--- src/design/ndsrgb_pkg.sv ---
package ndsrgb_pkg;

  localparam int SRC_WIDTH  = 320;
  localparam int SRC_HEIGHT = 240;
  localparam int DST_WIDTH  = 96;
  localparam int DST_HEIGHT = 96;

  localparam int COL_STEP_Q = SRC_WIDTH / DST_WIDTH;
  localparam int COL_STEP_R = SRC_WIDTH % DST_WIDTH;
  localparam int ROW_STEP_Q = SRC_HEIGHT / DST_HEIGHT;
  localparam int ROW_STEP_R = SRC_HEIGHT % DST_HEIGHT;

  // source position and sample position reach SRC at most
  localparam int SCW = $clog2(SRC_WIDTH + 1);
  localparam int SRW = $clog2(SRC_HEIGHT + 1);
  // output counters reach DST, remainders stay below DST
  localparam int OCW = $clog2(DST_WIDTH + 1);
  localparam int ORW = $clog2(DST_HEIGHT + 1);

  localparam int PIX_W  = 16;
  localparam int CHAN_W = 8;
  localparam int OUT_W  = 3 * CHAN_W;

  typedef struct packed {
    logic hit;
    logic last;
  } trk_status_t;

  function automatic logic [OUT_W-1:0] expand_pixel(input logic [PIX_W-1:0] raw);
    logic [PIX_W-1:0] px;
    logic [4:0]       r5;
    logic [5:0]       g6;
    logic [4:0]       b5;
    px = {raw[7:0], raw[15:8]};
    r5 = px[15:11];
    g6 = px[10:5];
    b5 = px[4:0];
    // blue in the top byte, red in the low byte
    return {{b5, b5[4:2]}, {g6, g6[5:4]}, {r5, r5[4:2]}};
  endfunction

endpackage

--- src/design/ndsrgb_tracker.sv ---
module ndsrgb_tracker
  import ndsrgb_pkg::*;
(
  input  logic        clk_i,
  input  logic        rst_ni,
  input  logic        step_i,
  input  logic        frame_start_i,
  output trk_status_t status_o
);

  logic [SCW-1:0] src_col_q, src_col_d, src_col_e;
  logic [SRW-1:0] src_row_q, src_row_d, src_row_e;
  logic [OCW-1:0] out_col_q, out_col_d, out_col_e;
  logic [ORW-1:0] out_row_q, out_row_d, out_row_e;
  logic [SCW-1:0] nxt_col_q, nxt_col_d, nxt_col_e;
  logic [SRW-1:0] nxt_row_q, nxt_row_d, nxt_row_e;
  logic [OCW-1:0] rem_col_q, rem_col_d, rem_col_e;
  logic [ORW-1:0] rem_row_q, rem_row_d, rem_row_e;

  logic           row_hit, col_hit;
  logic [OCW:0]   col_rem_sum;
  logic [ORW:0]   row_rem_sum;

  always_comb begin
    src_col_e = frame_start_i ? '0 : src_col_q;
    src_row_e = frame_start_i ? '0 : src_row_q;
    out_col_e = frame_start_i ? '0 : out_col_q;
    out_row_e = frame_start_i ? '0 : out_row_q;
    nxt_col_e = frame_start_i ? '0 : nxt_col_q;
    nxt_row_e = frame_start_i ? '0 : nxt_row_q;
    rem_col_e = frame_start_i ? '0 : rem_col_q;
    rem_row_e = frame_start_i ? '0 : rem_row_q;

    row_hit = (out_row_e < ORW'(DST_HEIGHT)) && (nxt_row_e <= src_row_e);
    col_hit = (out_col_e < OCW'(DST_WIDTH)) && (nxt_col_e <= src_col_e);

    status_o.hit  = row_hit && col_hit;
    status_o.last = (out_row_e == ORW'(DST_HEIGHT - 1)) &&
                    (out_col_e == OCW'(DST_WIDTH - 1));
  end

  always_comb begin
    src_col_d   = src_col_e;
    src_row_d   = src_row_e;
    out_col_d   = out_col_e;
    out_row_d   = out_row_e;
    nxt_col_d   = nxt_col_e;
    nxt_row_d   = nxt_row_e;
    rem_col_d   = rem_col_e;
    rem_row_d   = rem_row_e;
    col_rem_sum = {1'b0, rem_col_e} + (OCW+1)'(COL_STEP_R);
    row_rem_sum = {1'b0, rem_row_e} + (ORW+1)'(ROW_STEP_R);

    if (col_hit) begin
      out_col_d = out_col_e + OCW'(1);
      if (col_rem_sum >= (OCW+1)'(DST_WIDTH)) begin
        rem_col_d = OCW'(col_rem_sum - (OCW+1)'(DST_WIDTH));
        nxt_col_d = nxt_col_e + SCW'(COL_STEP_Q + 1);
      end else begin
        rem_col_d = OCW'(col_rem_sum);
        nxt_col_d = nxt_col_e + SCW'(COL_STEP_Q);
      end
    end

    if (src_col_e >= SCW'(SRC_WIDTH - 1)) begin
      src_col_d = '0;
      out_col_d = '0;
      nxt_col_d = '0;
      rem_col_d = '0;
      if (row_hit) begin
        out_row_d = out_row_e + ORW'(1);
        if (row_rem_sum >= (ORW+1)'(DST_HEIGHT)) begin
          rem_row_d = ORW'(row_rem_sum - (ORW+1)'(DST_HEIGHT));
          nxt_row_d = nxt_row_e + SRW'(ROW_STEP_Q + 1);
        end else begin
          rem_row_d = ORW'(row_rem_sum);
          nxt_row_d = nxt_row_e + SRW'(ROW_STEP_Q);
        end
      end
      if (src_row_e >= SRW'(SRC_HEIGHT - 1)) begin
        src_row_d = '0;
        out_row_d = '0;
        nxt_row_d = '0;
        rem_row_d = '0;
      end else begin
        src_row_d = src_row_e + SRW'(1);
      end
    end else begin
      src_col_d = src_col_e + SCW'(1);
    end
  end

  always_ff @(posedge clk_i or negedge rst_ni) begin
    if (!rst_ni) begin
      src_col_q <= '0;
      src_row_q <= '0;
      out_col_q <= '0;
      out_row_q <= '0;
      nxt_col_q <= '0;
      nxt_row_q <= '0;
      rem_col_q <= '0;
      rem_row_q <= '0;
    end else if (step_i) begin
      src_col_q <= src_col_d;
      src_row_q <= src_row_d;
      out_col_q <= out_col_d;
      out_row_q <= out_row_d;
      nxt_col_q <= nxt_col_d;
      nxt_row_q <= nxt_row_d;
      rem_col_q <= rem_col_d;
      rem_row_q <= rem_row_d;
    end
  end

endmodule

--- src/design/nearest_downscale_rgb565_to_rgb888.sv ---
// Nearest-neighbor downscaler, byte-swapped RGB565 in, RGB888 out.
// Slave channel: one source pixel per transaction in raster order;
//   tdata = byte-swapped RGB565 word, tuser = start of frame (resyncs the
//   column/row counters so this pixel is column 0, row 0).
// Master channel: one transaction per kept pixel; tdata = R, G, B bytes,
//   tlast marks the last pixel of the downscaled frame.
// Pixels that fall between sample positions produce no transaction.
// Path: a kept pixel sits in the input register after its slave
//   transaction and moves to the result register, which drives m_tvalid,
//   when the input register advances.
// Throughput: 1 pixel per cycle while the receiver does not stall; the
//   position update of the counter unit is combinational, so every such
//   cycle can take a new pixel.
// Reset clears all counters and both valid flags; the next pixel is taken
//   as column 0, row 0.
// When the receiver stalls, the result register holds its transaction and
//   the input register still drains pixels that yield no output; a pixel
//   that does yield one waits, and s_tready drops once both are full.
module nearest_downscale_rgb565_to_rgb888
  import ndsrgb_pkg::*;
(
  input  logic             clk_i,
  input  logic             rst_ni,
  input  logic             s_tvalid_i,
  output logic             s_tready_o,
  input  logic [PIX_W-1:0] s_tdata_i,   // [15:0] pixel_raw
  input  logic             s_tuser_i,   // [0] frame_start
  output logic             m_tvalid_o,
  input  logic             m_tready_i,
  output logic [OUT_W-1:0] m_tdata_o,   // [7:0] red, [15:8] green, [23:16] blue
  output logic             m_tlast_o    // frame_last
);

  logic             in_valid_q;
  logic [PIX_W-1:0] in_pix_q;
  logic             in_start_q;
  logic             out_valid_q, out_valid_d;
  logic [OUT_W-1:0] out_data_q;
  logic             out_last_q;
  logic             advance;
  logic             s_take;
  trk_status_t      trk;

  always_comb begin
    advance    = in_valid_q && (!out_valid_q || m_tready_i || !trk.hit);
    s_take     = s_tvalid_i && s_tready_o;
    s_tready_o = !in_valid_q || advance;
  end

  ndsrgb_tracker u_tracker (
    .clk_i         (clk_i),
    .rst_ni        (rst_ni),
    .step_i        (advance),
    .frame_start_i (in_start_q),
    .status_o      (trk)
  );

  always_comb begin
    out_valid_d = out_valid_q && !m_tready_i;
    if (advance && trk.hit) begin
      out_valid_d = 1'b1;
    end
  end

  always_ff @(posedge clk_i or negedge rst_ni) begin
    if (!rst_ni) begin
      in_valid_q  <= 1'b0;
      out_valid_q <= 1'b0;
    end else begin
      if (s_tready_o) begin
        in_valid_q <= s_tvalid_i;
      end
      out_valid_q <= out_valid_d;
    end
  end

  always_ff @(posedge clk_i) begin
    if (s_take) begin
      in_pix_q   <= s_tdata_i;
      in_start_q <= s_tuser_i;
    end
    if (advance && trk.hit) begin
      out_data_q <= expand_pixel(in_pix_q);
      out_last_q <= trk.last;
    end
  end

  assign m_tvalid_o = out_valid_q;
  assign m_tdata_o  = out_data_q;
  assign m_tlast_o  = out_last_q;

  a_empty_ready: assert property (@(posedge clk_i) disable iff (!rst_ni)
    !out_valid_q |-> s_tready_o)
    else $error("slave side blocked with empty result register");

  a_hit_loads: assert property (@(posedge clk_i) disable iff (!rst_ni)
    advance && trk.hit |=> out_valid_q)
    else $error("kept pixel did not reach result register");

  a_stall_holds_input: assert property (@(posedge clk_i) disable iff (!rst_ni)
    in_valid_q && !advance |=> in_valid_q && $stable(in_pix_q) && $stable(in_start_q))
    else $error("stalled input register changed");

  a_no_overwrite: assert property (@(posedge clk_i) disable iff (!rst_ni)
    out_valid_q && !m_tready_i |=> out_valid_q && $stable(out_data_q))
    else $error("pending result overwritten");

endmodule
--- config.mk ---
export PLATFORM = sky130hd
export DESIGN_NAME = nearest_downscale_rgb565_to_rgb888
export DESIGN_NICKNAME = d
export VERILOG_FILES = /design/src/design/ndsrgb_pkg.sv /design/src/design/ndsrgb_tracker.sv /design/src/design/nearest_downscale_rgb565_to_rgb888.sv
export SDC_FILE = /design/constraint.sdc
export NUM_CORES = 1
export LEC_CHECK = 0
export ABC_CLOCK_PERIOD_IN_PS = 5150
export BUFFER_PORTS_ARGS = -buffer_cell sky130_fd_sc_hd__buf_2
export CAP_MARGIN = 20
export CELL_PAD_IN_SITES_DETAIL_PLACEMENT = 0
export CELL_PAD_IN_SITES_GLOBAL_PLACEMENT = 1
export CORE_MARGIN = 1
export CORE_UTILIZATION = 35
export DETAILED_ROUTE_END_ITERATION = 16
export PLACE_DENSITY_LB_ADDON = 0.3
export SKIP_CTS_REPAIR_TIMING = 1
export SLEW_MARGIN = 0
export SYNTH_ARGS = -nofsm -noshare
export SYNTH_HDL_FRONTEND = slang
export SYNTH_SLANG_ARGS = --single-unit
export TNS_END_PERCENT = 5
--- constraint.sdc ---
create_clock -name clk_i -period 5.15 [get_ports clk_i]
set_clock_uncertainty 0.15 [all_clocks]
set_input_delay 1.03 -clock clk_i [delete_from_list [all_inputs] [get_ports clk_i]]
set_output_delay 1.03 -clock clk_i [all_outputs]
set_load 0.03 [all_outputs]
==> flow_metrics.tcl, run 1 <==
set metrics [dict create \
    tritoncts_num_sinks 93 \
    grt.overflow.total 0 \
    status "finished clean" \
    cts.htree.levels 3 \
    seqPwrFrac_pct 39.0 \
    synthTopCellsByCount "59 x dfrtp_1, 50 x nand2_1, 39 x o21ai_0, 34 x edfxtp_1, 32 x nor2_1" \
    syn-instance-count 525 \
    min_from "in_pix_q[8]$_DFFE_PP_" \
    relSlewSlack_pct 47.5 \
    ff_latch_area_um2 2500 \
    rsz0062_at_grt "false" \
    vias 4047 \
    seq_area_frac_synth_pct 48.6 \
    setup_tns_ps 0 \
    yosysTopAreaCellShare_pct 28.7 \
    drv_cap 0 \
    synthArstFlopShare_pct 63.4 \
    area_delta_synth_final_pct 13.4 \
    detail-route-antenna-nets 0 \
    drt_iter0_markers 311 \
    antenna_found_initial 0 \
    cp_max_fo 41 \
    dp_hpwl_um 8630 \
    place.gp.congestion 0.806 \
    yosysWarningCount 0 \
    wire_per_inst_um 16.7 \
    end_kind "primary output" \
    io_buffers 47 \
    hold_slack_ps 262 \
    cts_tree "built" \
    powerDensity_nw_per_um2 437 \
    synth_edf_count 34 \
    core_area_um2 14100 \
    cell_internal_pwr_mw 1.59 \
    ys_seq_elements 93 \
    reg2reg_slack_ps 1290 \
    cts_buffer_depth 2 \
    layout-drive-gt1-share_pct 15.0 \
    cts_buffers 9 \
    synthFlopType "dfrtp_1" \
    nFillCells 1402 \
    dr.pass1.iters 4 \
    synth_area_leader_cell "dfrtp_1" \
    p_sw_share_pct 37.7 \
    crit_required_ps 3970 \
    finalHoldViolations 0 \
    die_w_um 123 \
    fin_crit_sh_pct 87.8 \
    drc 0 \
    syn_area_um2 5140 \
    worstHoldPathCells 0 \
    hold_end "m_tdata_o[19]$_DFFE_PP_" \
    reg2reg_depth 13 \
    fmax_mhz 221 \
    io_pins 48 \
    yosysMostFrequentCell "dfrtp_1" \
    vdd_ir_drop_max_v 0.000186 \
    grt_max_degree 43 \
    die_y_um 123 \
    path_clk_slew_ps 70 \
    worstSetupPathType "reg2out" \
    leakagePower_nw 2.43 \
    via_per_inst 5.42 \
    grt_pass1_vias 3974 \
    wirelength_um 12500 \
    setup_viol 0 \
    synthTopCellsByArea "dfrtp_1 29%, edfxtp_1 20%, ha_1 6.1%" \
    diodes 0 \
    grt_pass1_wl_um 20500 \
    syn_area_per_cell_um2 9.79 \
    min_path_type "reg2reg" \
    synthesis.nets 571 \
    multiInputGateArea_um2 2370 \
    ys_types 59 \
    period_needed_ps 4520 \
    ctsRootBufferMaster "clkbuf_16" \
    crit-reg2reg-launch "in_start_q$_DFFE_PP_" \
    fp-row-count 43 \
    pwr-share-comb_pct 32.1 \
    arrival_ps 3340 \
    r2r-end "u_tracker.rem_row_q[2]$_DFFE_PN0P_" \
    tightest_slew_ps 788 \
    start_util_pct 36.5 \
    worstSkewPairLatency_ps 350 \
    p_sw_uw 959 \
    power.share.clock_pct 28.9 \
    dieArea_um2 15200 \
    layout.nets 608 \
    drv_slew 0 \
    cp-start-kind "flop" \
    globalRouteTotalUtil_pct 17.6 \
]
-- cell type report --
class	instances	area share, %
timing repair buffer	57	5.32
clock buffer	9	3.86
tap	180	3.86
multi-input combinational	375	40.6
sequential	93	42.9
inverter	26	1.67
clock inverter	7	1.82
-- how the worst max path moves through the flow --
stage	start	end	slack, ps	cells past startpoint
6_report	in_start_q$_DFFE_PP_	s_tready_o	630	11
4_1_cts	in_start_q$_DFFE_PP_	s_tready_o	570	11
3_5_place_dp	in_start_q$_DFFE_PP_	s_tready_o	960	11
3_3_place_gp	in_start_q$_DFFE_PP_	s_tready_o	1100	11
5_1_grt	in_start_q$_DFFE_PP_	s_tready_o	350	11
2_1_floorplan	in_start_q$_DFFE_PP_	s_tready_o	800	12
-- power by group through the flow --
stage | combinational, mW | sequential, mW | clock, mW
5_1_grt | 0.892 | 1.01 | 0.787
4_1_cts | 0.824 | 0.993 | 0.758
3_5_place_dp | 0.821 | 1.01 | 0
6_report | 0.817 | 0.993 | 0.735
2_1_floorplan | 0.554 | 1.08 | 0
3_3_place_gp | 0.813 | 1.00 | 0
-- kinds of logic after synthesis --
| group | count (synthesis) | share of synthesized area, % |
|---|---|---|
| compound gates | 151 | 18.8 |
| xor+xnor | 4 | 0.682 |
| fa+ha+maj | 26 | 6.31 |
| buf+inv | 57 | 5.50 |
| flops | 93 | 48.6 |
| mux | 1 | 0.195 |
| simple gates | 193 | 19.9 |
-- layer usage --
metal	track usage (%)	routed length [um]	up-vias
met5	0	0	-
met4	5.27	121	0
met3	3.32	382	8
met2	28.6	6100	55
met1	23.8	5900	1995
li1	-	-	1989
-- per-stage QoR --
step | std cells | power, mW | utilization, % | setup WS, ps | cell area, um^2
2_1_floorplan | 525 | 1.63 | - | 796 | 5140
3_3_place_gp | 731 | 1.81 | 39.0 | 1100 | 5500
3_5_place_dp | 731 | 1.83 | 39.0 | 962 | 5500
4_1_cts | 747 | 2.57 | 41.3 | 570 | 5830
5_1_grt | 747 | 2.69 | 41.3 | 347 | 5830
6_report | 747 | 2.55 | 41.3 | 628 | 5830
-- critical path, cell delays in order, from the launching register on --
cell      delay, ps
edfxtp_1        390
buf_4           300
nor2b_1         250
inv_1            70
ha_1            290
nor2b_1         130
o211ai_1        150
a21oi_1          80
o22a_1          320
nor3_1          560
nand3_1         220
buf_2           220
-- layout by cell type, fill, tap and decap left out, drive strengths merged, types with 25 or more instances in the layout --
cell type,netlist,layout
buf,23,57
dfrtp,59,59
edfxtp,34,34
ha,25,25
inv,26,29
nand2,50,50
nor2,33,33
nor2b,27,27
o21ai,63,63
-- flip-flops by register name, indices dropped and copies added, names as in the netlist --
name,count
u_tracker.rem_col_q,2
u_tracker.nxt_row_q,8
m_tlast_o,1
in_valid_q,1
u_tracker.src_row_q,8
u_tracker.src_col_q,9
in_pix_q,16
u_tracker.out_col_q,7
u_tracker.out_row_q,7
m_tdata_o,16
m_tvalid_o,1
in_start_q,1
u_tracker.nxt_col_q,9
u_tracker.rem_row_q,7
Note: power is estimated with default switching activity, not from simulation.
==> inputs of run 2 (changes only) <==
Settings changed: ABC_CLOCK_PERIOD_IN_PS 5150 to not set, CTS_BUF_LIST set to sky130_fd_sc_hd__clkbuf_4.
==> run 2 against run 1 <==
Clock power shrank 36%. Non-clock buffer count did not move. Sequential cell count did not move. Largest cell class unchanged. Highest routed layer unchanged.
==> flow_metrics.tcl, run 2 (synthesized netlist as in run 1, its figures left out) <==
set metrics [dict create \
    rsz0062_at_grt "false" \
    start_util_pct 36.5 \
    drv_cap 0 \
    fp-row-count 43 \
    cp_common_cell "nor2b_1" \
    worstPathCellList "buf_4, nor2b_1, inv_1, ha_1, nor2b_1, o211ai_1, a21oi_1, o22a_1, nor3_1, nand3_1, buf_2" \
    tightest_slew_ps 797 \
    min_path_type "reg2reg" \
    grt_pass1_vias 3949 \
    nFillCells 1421 \
    crit_start "in_start_q$_DFFE_PP_" \
    core_area_um2 14100 \
    die_w_um 123 \
    cts_buffers 9 \
    status "finished clean" \
    place_ws_ps 962 \
    final_cell_mix "59 x dfrtp_1, 50 x nand2_1, 47 x buf_2, 39 x o21ai_0, 34 x edfxtp_1" \
    period_needed_ps 4680 \
    die_y_um 123 \
    diodes 0 \
    grt_max_degree 43 \
    drc 0 \
    grt_pass1_wl_um 20400 \
    wire_per_inst_um 16.6 \
    place.gp.congestion 0.806 \
    io_buffers 47 \
    antenna_found_initial 0 \
    fin_util_pct 40.2 \
    crit-reg2reg-launch "in_start_q$_DFFE_PP_" \
    drt_iter0_markers 254 \
    wirelength_um 12400 \
    cp-start-kind "flop" \
    finalHoldViolations 0 \
    layout-drive-gt1-share_pct 15.0 \
    min_from "in_pix_q[8]$_DFFE_PP_" \
    setup_ws_ps 472 \
    worstSetupPathType "reg2out" \
    layout.nets 608 \
    leakagePower_nw 2.36 \
    via_per_inst 5.40 \
    dieArea_um2 15200 \
    io_pins 48 \
    detail-route-antenna-nets 0 \
    setup_tns_ps 0 \
    vdd_ir_drop_max_v 0.000164 \
    final_common_cell "dfrtp_1" \
    cp_max_fo 41 \
    end_kind "primary output" \
    dr.pass1.iters 4 \
    dp_cells 731 \
    globalRouteTotalUtil_pct 17.6 \
    dp_hpwl_um 8630 \
    relSlewSlack_pct 46.9 \
    tritoncts_num_sinks 93 \
    crit_required_ps 3970 \
    vias 4035 \
    powerDensity_nw_per_um2 402 \
    cts_buffer_depth 2 \
    fmax_mhz 214 \
    p_total_mw 2.28 \
    fin_crit_sh_pct 90.8 \
    crit_slowest_cell "nor3_1" \
    path_clk_slew_ps 150 \
    drv_slew 0 \
    worstSkewPairLatency_ps 470 \
    cts_tree "built" \
    arrival_ps 3500 \
    ctsRootBufferMaster "clkbuf_4" \
    setup_viol 0 \
    final_cells 747 \
    grt.overflow.total 0 \
    area_delta_synth_final_pct 10.3 \
    cts.htree.levels 3 \
    slowest_delay_ps 570 \
]
run 2: metal layers:
| layer | track usage, % | routed length, um |
|---|---|---|
| met5 | 0 | 0 |
| met4 | 4.89 | 129 |
| met3 | 4.20 | 403 |
| met2 | 28.4 | 5960 |
| met1 | 23.4 | 5910 |
run 2: path summary, 6_finish.rpt:
kind,to,slack (ps),depth (start not counted)
hold reg to reg,m_tdata_o[19]$_DFFE_PP_,270,0
setup / recovery,s_tready_o,470,11
min in group asynchronous,u_tracker.nxt_col_q[4]$_DFFE_PN0P_,330,1
max in group asynchronous,u_tracker.out_row_q[1]$_DFFE_PN0P_,3570,2
setup reg to reg,u_tracker.rem_row_q[2]$_DFFE_PN0P_,1290,13
hold / removal,m_tdata_o[19]$_DFFE_PP_,270,0
run 2: critical path, delay by kind of cell (launching register included):
family	cells	cell delay (ps)
and+or+nand+nor	4	1180
buffers and inverters	3	600
DFF	1	420
adders and majority gates	1	290
AOI/OAI and AO/OA	3	550
run 2: where the power goes:
part,leakage [nW],internal (mW),switching [mW]
Sequential,1.13,0.904,0.0873
Combinational,1.14,0.248,0.567
Clock,0.0866,0.205,0.268
Total,2.36,1.36,0.922
run 2: metrics by stage:
step                cell area [um^2]  hold WS (ps)
floorplan                       5140           250
global placement                5500           251
detailed placement              5500           255
CTS                             5670           271
global route                    5670           287
finish                          5670           268
run 2: layout make-up:
| cell class | count | area (um^2) | area share, % |
|---|---|---|---|
| well taps | 180 | 225 | 3.97 |
| flip-flops and latches | 93 | 2500 | 44.0 |
| clock buffers | 9 | 67.6 | 1.19 |
| inverters | 26 | 97.6 | 1.72 |
| clock inverters | 7 | 106 | 1.88 |
| multi-input cells | 375 | 2370 | 41.7 |
| repair buffers | 57 | 310 | 5.47 |
